===== config.mk =====
export PLATFORM = sky130hd
export DESIGN_NAME = kat_alu
export DESIGN_NICKNAME = d
export VERILOG_FILES = /design/src/design/kat_pkg.sv /design/src/design/kat_alu.sv
export SDC_FILE = /design/constraint.sdc
export NUM_CORES = 1
export LEC_CHECK = 0
export ABC_AREA = 1
export ABC_CLOCK_PERIOD_IN_PS = 2420
export BUFFER_PORTS_ARGS = -buffer_cell sky130_fd_sc_hd__buf_2
export CORE_MARGIN = 5
export CORE_UTILIZATION = 30
export DETAILED_ROUTE_END_ITERATION = 10
export GPL_TIMING_DRIVEN = 0
export PLACE_DENSITY = 0.53
export SLEW_MARGIN = 20
export SYNTH_ARGS = -nofsm -noshare
export SYNTH_HDL_FRONTEND = slang
export SYNTH_SLANG_ARGS = --single-unit

===== constraint.sdc =====
create_clock -name vclk -period 2.42
set_input_delay 0.363 -clock vclk [all_inputs]
set_output_delay 0.363 -clock vclk [all_outputs]
set_load 0.1 [all_outputs]

===== src/design/kat_pkg.sv =====
// ---------------------------------------------------------------------------
// kat_pkg
// Types and codes shared by the keyed accumulate table: item layouts,
// operation and status codes, field widths.
// ---------------------------------------------------------------------------
package kat_pkg;

	// field widths
	localparam int FUNC_W  = 2;
	localparam int PART_W  = 8;
	localparam int KEY_W   = 3 * PART_W;
	localparam int TOTAL_W = 32;
	localparam int SLOT_W  = 6;
	localparam int STAT_W  = 2;
	localparam int LIVE_W  = 7;

	// operation codes
	localparam logic [FUNC_W-1:0] FUNC_ADD    = 2'd0;
	localparam logic [FUNC_W-1:0] FUNC_REMOVE = 2'd1;
	localparam logic [FUNC_W-1:0] FUNC_READ   = 2'd2;

	// status codes
	localparam logic [STAT_W-1:0] STAT_OK       = 2'd0;
	localparam logic [STAT_W-1:0] STAT_NEW      = 2'd1;
	localparam logic [STAT_W-1:0] STAT_FULL     = 2'd2;
	localparam logic [STAT_W-1:0] STAT_BAD_SLOT = 2'd3;

	// request item
	typedef struct packed {
		logic [FUNC_W-1:0]  func;
		logic [PART_W-1:0]  key_race;
		logic [PART_W-1:0]  key_culture;
		logic [PART_W-1:0]  key_religion;
		logic [TOTAL_W-1:0] amount;
		logic [SLOT_W-1:0]  slot;
	} req_t;

	// response item
	typedef struct packed {
		logic [STAT_W-1:0]  status;
		logic [SLOT_W-1:0]  slot_used;
		logic [PART_W-1:0]  out_race;
		logic [PART_W-1:0]  out_culture;
		logic [PART_W-1:0]  out_religion;
		logic [TOTAL_W-1:0] out_total;
		logic [LIVE_W-1:0]  live_entries;
	} rsp_t;

	// stored entry payload
	typedef struct packed {
		logic [KEY_W-1:0]   key;
		logic [TOTAL_W-1:0] total;
	} entry_t;

endpackage


===== src/design/kat_alu.sv =====
// ---------------------------------------------------------------------------
// kat_alu
// Shared compare and accumulate unit: key equality against the stored entry
// and a saturating add of the amount to the stored total.
// ---------------------------------------------------------------------------
module kat_alu (
	input  logic [kat_pkg::KEY_W-1:0]   key_a,
	input  logic [kat_pkg::KEY_W-1:0]   key_b,
	input  logic [kat_pkg::TOTAL_W-1:0] total,
	input  logic [kat_pkg::TOTAL_W-1:0] amount,
	output logic                        key_eq,
	output logic [kat_pkg::TOTAL_W-1:0] sum
);
	import kat_pkg::*;

	logic [TOTAL_W:0] raw_sum;

	// key match
	assign key_eq = (key_a == key_b);

	// add with clamp on carry out
	assign raw_sum = {1'b0, total} + {1'b0, amount};
	assign sum     = raw_sum[TOTAL_W] ? {TOTAL_W{1'b1}} : raw_sum[TOTAL_W-1:0];

endmodule


== After elaboration in Yosys (flattened, before gate mapping) ==
Index checks and enable logic that the tools add are counted.
W data, S select, Z words.

* Add/sub/neg operators: 1
* Equal/unequal tests: 1
* Muxes and demuxes: 1

{| class="wikitable"
|+ Operators by type and width
! operator !! number
|-
| $add A32 B32 Y33 || 1
|-
| $mux W32 || 1
|-
| $eq A24 B24 Y1 || 1
|}

* Bits in registers: 0
* Input bits: 112
* Output and inout port bits: 33
* Logic and storage cells: 3

== Depth between registers and ports, before layout ==
Gate-level depths: netlist of run 1.

* Depth after elaboration: 2
* Mapped depth: 13
* Depth with buffers taken out: 13

== Worst setup path after synthesis of run 1 ==
Ideal clock, no wire load.

* Kind: input to output
* From: input total[0] (netlist name)
* To: output sum[2] (netlist name)
* Arrival: 3234 ps
* Data required time: 2057 ps
* Slack: -1177 ps
* Stages: 5
* Buffers on the path: 0
* Cells stage by stage: ha_1 fa_1 nand2_1 inv_1 o21ai_0

* Word-level cells in the longest chain between the ends: 2

{| class="wikitable"
|+ RTL lines
! what !! line !! text
|-
| start: declaration || kat_alu.sv:9 || <nowiki>input logic [kat_pkg::TOTAL_W-1:0] total,</nowiki>
|-
| $add A32 B32 Y33 || kat_alu.sv:22 || <nowiki>assign raw_sum = {1'b0, total} + {1'b0, amount};</nowiki>
|-
| $mux W32 || kat_alu.sv:23 || <nowiki>assign sum = raw_sum[TOTAL_W] ? {TOTAL_W{1'b1}} : raw_sum[TOTAL_W-1:0];</nowiki>
|-
| end: declaration || kat_alu.sv:12 || <nowiki>output logic [kat_pkg::TOTAL_W-1:0] sum</nowiki>
|}

Every way passes these cells.

== Worst setup path in the final report of run 1 ==
* From: input total[7] (netlist name)
* To: output sum[18] (netlist name)

Same word-level chain as after synthesis.

==> reports/qor.csv, run 1 <==
metric,value,unit
"Slowest-stage cell, CP",ha_1,
RSZ-0062 raised after global routing,yes,
drt pass-1 iters,5,
DIE HEIGHT,112,um
share of cells above drive strength 1,32.9,%
placed insts,906,
port bufs,145,
"Warnings, synthesis",0,
global-route wire length before repair,18600,um
"Period Utilization, post-route",107,%
core box area,10200,um2
Top Ports,145,
area grow syn2layout,60.5,%
Synth Cell Area,3130,um2
worst hold path type,input pin to primary output,
final sequential cell count,0,
vias in the first global route,4034,
CP startpoint kind,input pin,
Worst path top cell family by delay,buffers and inverters,
Synth cell types,26,
"commonest non-fill, non-tap cells in the layout","232 x nand2_1, 132 x inv_1, 111 x buf_2, 36 x nand3_1, 36 x nor2_1",
final slew viol count,0,
Initial Util,30.6,%
syn avg cell area,5.00,um2
Post-Place Setup Slack,-0.604,ns
Fill cells,1059,
outcome,finished with violations,
vias per cell,4.47,
initial antenna violation count,0,
minimum clock period,2.58,ns
"Hold Violations, Final",0,
"Remaining Overflow, GRT",0,
Mapped Nets,770,
CP Class,input pin to primary output,
routed len/inst,12.5,um
met1 Use GR,23.4,%
hold_buf cts,0,
cell count after synthesis,625,
GR met2 Demand/Resource,31.3,%
fin worst setup slack,-0.161,ns
Rel. slew slack,67.2,%
RePlAce Congestion,0.925,
setup tns final,-3.01,ns
f_max,388,MHz
Finished Layout Cells,918,
pwr/cell area,442,nW/um2
CP Max Fanout,5,
LEAKAGE,2.91,nW
CP Data Arrival Time,2.22,ns
failing checks,negative setup slack,
DR vias,4103,
register area,0,um2
GR Util All Layers,17.3,%
"most common cell after layout, fill and taps aside",nand2_1,
diode count,0,
worst stage delay on the critical path,0.36,ns
Die X,112,um
largest net degree at the start of global routing,11,
die area,12600,um2
Post-Route WL,11500,um
Max VDD drop,0.257,mV
"Buf+Inv Stages, Crit Path",6,
DRT antenna net count,0,
FP Rows,37,
post-DP HPWL,9960,um
"Seq/Total Area, Yosys",0,%
crit-path cells,buf_2 -> ha_1 -> nand2_2 -> inv_2 -> a21oi_2 -> nand2_2 -> nand2_2 -> nand2_4 -> a21oi_4 -> buf_12 -> buf_12 -> buf_16 -> nand3_4 -> buf_12,
nets@finish,929,
CP required,2.06,ns
worst-margin pin slew,0.496,ns
drt first-iter violations,189,
# clk buffers,0,
maximum capacitance violations,0,
Hold Slack,1.21,ns
critical path capture point type,primary output,
Residual DRC,0,
final setup fails,32,
met3 Usage GRT,1.78,%
grt peak-use layer,met2,
layer usage:
metal / routed length, um / vias to the layer above / share of wire [%]
met5: 0 / - / 0
met4: 0 / 0 / 0
met3: 761 / 0 / 6.6
met2: 5520 / 124 / 48
met1: 5180 / 1761 / 45
li1: - / 2218 / -
cell type report:
cell class	count	area, um2	share of cell area [%]
tap	136	170	3.39
timing repair buffer	157	1220	24.4
multi-input combinational	475	3010	60.0
buffer	3	62.6	1.25
inverter	147	552	11.0
timing repair:
action,CTS,global route
buffers inserted,10,1
endpoints found under the setup margin,32,32
cloned,1,0
resized for setup,138,22
pin swaps,11,1
synthesized netlist by cell type:
library cell | count | area, um2
a21oi_4 | 2 | 32.5
o21ai_0 | 2 | 10.0
nand3_2 | 11 | 110
and3_1 | 2 | 12.5
nor2_1 | 42 | 158
or2_2 | 1 | 6.26
a21oi_1 | 15 | 75.1
nor3_1 | 7 | 35.0
nand3_1 | 44 | 220
nor3_2 | 2 | 20.0
nand2_2 | 8 | 50.1
o22ai_1 | 1 | 6.26
nand2_4 | 1 | 11.3
xnor2_1 | 15 | 131
nand4_1 | 13 | 81.3
a21o_1 | 2 | 15.0
xor2_1 | 17 | 149
ha_1 | 32 | 400
inv_2 | 15 | 56.3
fa_1 | 1 | 20.0
inv_1 | 132 | 495
buf_6 | 3 | 33.8
nand2_1 | 247 | 927
and2_1 | 7 | 43.8
a21oi_2 | 2 | 17.5
o2111ai_1 | 1 | 8.76
report_power, final:
part           internal, W  switching [W]
Sequential               0              0
Clock                    0              0
Combinational     0.000767        0.00145
Total             0.000767        0.00145
stage by stage:
stage	util [%]	total power [W]	area [um2]
after floorplan	-	0.00144	3330
after global placement	41.3	0.00181	4230
after detailed placement	41.3	0.00182	4230
after CTS	47.9	0.00219	4900
after global routing	49.0	0.00236	5020
final	49.0	0.00222	5020
path summary, 6_finish.rpt:
path	depth (start not counted)	end	slack, ns	startpoint
worst max-delay path	14	sum[18]	-0.16	total[7]
worst min-delay path	5	sum[0]	1.21	total[0]
kinds of logic (layout without fill, tap and decap cells):
| kind of cell | count (synthesis) | after routing | share of synthesized area [%] |
|---|---|---|---|
| fa+ha+maj | 33 | 33 | 13.4 |
| simple gates | 385 | 385 | 53.6 |
| compound gates | 25 | 25 | 5.28 |
| buf+inv | 150 | 307 | 18.7 |
| xor+xnor | 32 | 32 | 8.96 |
Power figures use the tool's default switching activity.
==> run 2, diff against run 1 <==
--- a/config.mk
+++ b/config.mk
@@ -7,12 +7,14 @@
 export LEC_CHECK = 0
 export ABC_AREA = 1
 export ABC_CLOCK_PERIOD_IN_PS = 2420
-export BUFFER_PORTS_ARGS = -buffer_cell sky130_fd_sc_hd__buf_2
+export CELL_PAD_IN_SITES_DETAIL_PLACEMENT = 1
+export CELL_PAD_IN_SITES_GLOBAL_PLACEMENT = 2
 export CORE_MARGIN = 5
 export CORE_UTILIZATION = 30
 export DETAILED_ROUTE_END_ITERATION = 10
+export DONT_BUFFER_PORTS = 1
 export GPL_TIMING_DRIVEN = 0
-export PLACE_DENSITY = 0.53
+export PLACE_DENSITY = 0.8
 export SLEW_MARGIN = 20
 export SYNTH_ARGS = -nofsm -noshare
 export SYNTH_HDL_FRONTEND = slang
==> reports/qor.csv, run 2 (synthesized netlist as in run 1, its figures left out) <==
metric,value,unit,change
outcome,finished with violations,,unchanged
failing checks,negative setup slack,,unchanged
CP Class,input pin to primary output,,unchanged
DR vias,3711,,was 4103
DRT antenna net count,0,,unchanged
worst hold path type,input pin to primary output,,unchanged
CP dominant cell by count,nand2_2,,
DIE HEIGHT,112,um,unchanged
"Remaining Overflow, GRT",0,,unchanged
share of cells above drive strength 1,20.3,%,was 32.9%
diode count,0,,unchanged
core box area,10200,um2,unchanged
final sequential cell count,0,,unchanged
final setup fails,31,,was 32
drt first-iter violations,115,,was 189
f_max,405,MHz,was 388 MHz
Die X,112,um,unchanged
hold_buf cts,0,,unchanged
RSZ-0062 raised after global routing,yes,,unchanged
global-route wire length before repair,19600,um,was 18600 um
CP Max Fanout,10,,was 5
"Hold Violations, Final",0,,unchanged
port bufs,0,,was 145
maximum capacitance violations,0,,unchanged
CP required,2.06,ns,about the same
Hold Slack,1.06,ns,was 1.21 ns
Post-Route WL,12300,um,was 11500 um
RePlAce Congestion,0.894,,was 0.925
largest net degree at the start of global routing,11,,unchanged
worst stage delay on the critical path,0.37,ns,was 0.36 ns
GR Util All Layers,18.8,%,was 17.3%
LEAKAGE,2.26,nW,was 2.91 nW
"Period Utilization, post-route",102,%,was 107%
worst-margin pin slew,1.06,ns,was 0.496 ns
routed len/inst,16.0,um,was 12.5 um
nets@finish,784,,was 929
"Buf+Inv Stages, Crit Path",2,,was 6
# clk buffers,0,,unchanged
CP Data Arrival Time,2.11,ns,was 2.22 ns
crit-path cells,ha_4 -> fa_2 -> nand3_2 -> nand3_4 -> nand2_2 -> nand2_2 -> nand2_2 -> nand2_4 -> a21oi_4 -> buf_12 -> buf_12 -> nand2_8,,was buf_2 -> ha_1 -> nand2_2 -> inv_2 -> a21oi_2 -> nand2_2 -> nand2_2 -> nand2_4 -> a21oi_4 -> buf_12 -> buf_12 -> buf_16 -> nand3_4 -> buf_12
vias per cell,4.80,,was 4.47
area grow syn2layout,32.9,%,was 60.5%
Initial Util,30.6,%,unchanged
fin util,40.6,%,was 49.0%
Residual DRC,0,,unchanged
Worst path top cell family by delay,simple AND/OR/NAND/NOR gates,,was buffers and inverters
FP Rows,37,,unchanged
pwr/cell area,473,nW/um2,was 442 nW/um2
Max VDD drop,0.300,mV,was 0.257 mV
vias in the first global route,3915,,was 4034
minimum clock period,2.47,ns,was 2.58 ns
register area,0,um2,unchanged
"Slowest-stage cell, CP",fa_2,,was ha_1
"most common cell after layout, fill and taps aside",nand2_1,,unchanged
critical path capture point type,primary output,,unchanged
CP startpoint kind,input pin,,unchanged
drt pass-1 iters,4,,was 5
fin worst setup slack,-0.0485,ns,was -0.161 ns
Rel. slew slack,29.1,%,was 67.2%
initial antenna violation count,0,,unchanged
final slew viol count,0,,unchanged
die area,12600,um2,unchanged
"commonest non-fill, non-tap cells in the layout","223 x nand2_1, 132 x inv_1, 34 x nand3_1, 33 x nor2_1",,"was 232 x nand2_1, 132 x inv_1, 111 x buf_2, 36 x nand3_1, 36 x nor2_1"
Top Ports,145,,unchanged
post-DP HPWL,10600,um,was 9960 um
[run 2: worst paths after layout]
path	startpoint	to	cells after the start
setup / recovery	amount[0]	sum[5]	12
hold / removal	key_a[7]	key_eq	3
[run 2: through the flow]
| step | instances | power [W] | setup WS [ns] | area [um2] | setup TNS, ns |
|---|---|---|---|---|---|
| 4_1_cts | 772 | 0.00193 | -0.112 | 3970 | -0.947 |
| 6_report | 773 | 0.00196 | -0.0485 | 4160 | -1.04 |
| 3_3_place_gp | 761 | 0.00165 | -0.677 | 3500 | -13.99 |
| 5_1_grt | 773 | 0.00209 | -0.132 | 4160 | -3.70 |
| 3_5_place_dp | 761 | 0.00166 | -0.672 | 3510 | -13.71 |
| 2_1_floorplan | 625 | 0.00144 | -0.265 | 3330 | -2.09 |
[run 2: metal layers]
layer	track usage, %	wire, um	share of wire (%)
met2	35.2	6320	51
met4	1.68	85	0.69
met3	2.05	450	3.6
met5	0	0	0
met1	23.9	5490	44
[run 2: worst min-delay path, stage by stage]
cell     delay, ns
xnor2_1       0.04
nand4_1       0.09
nor2_2        0.20
[run 2: what timing repair did]
item / 4_1_cts / 5_1_grt
setup endpoints to repair: 32 / 32
cloned: 2 / 0
pin swaps: 16 / 17
gates resized for setup: 64 / 43
hold endpoints to repair: 0 / 0
setup buffers: 9 / 2
[run 2: cell type report]
class,count,area (um2)
Buffer,2,47.5
Fill cell,1403,6080
Multi-Input combinational cell,475,3220
Timing Repair Buffer,13,166
Tap cell,136,170
Inverter,147,552
[run 2: power breakdown]
part	switching, W	internal, W
Combinational	0.00147	0.000489
Sequential	0	0
Clock	0	0
Total	0.00147	0.000489
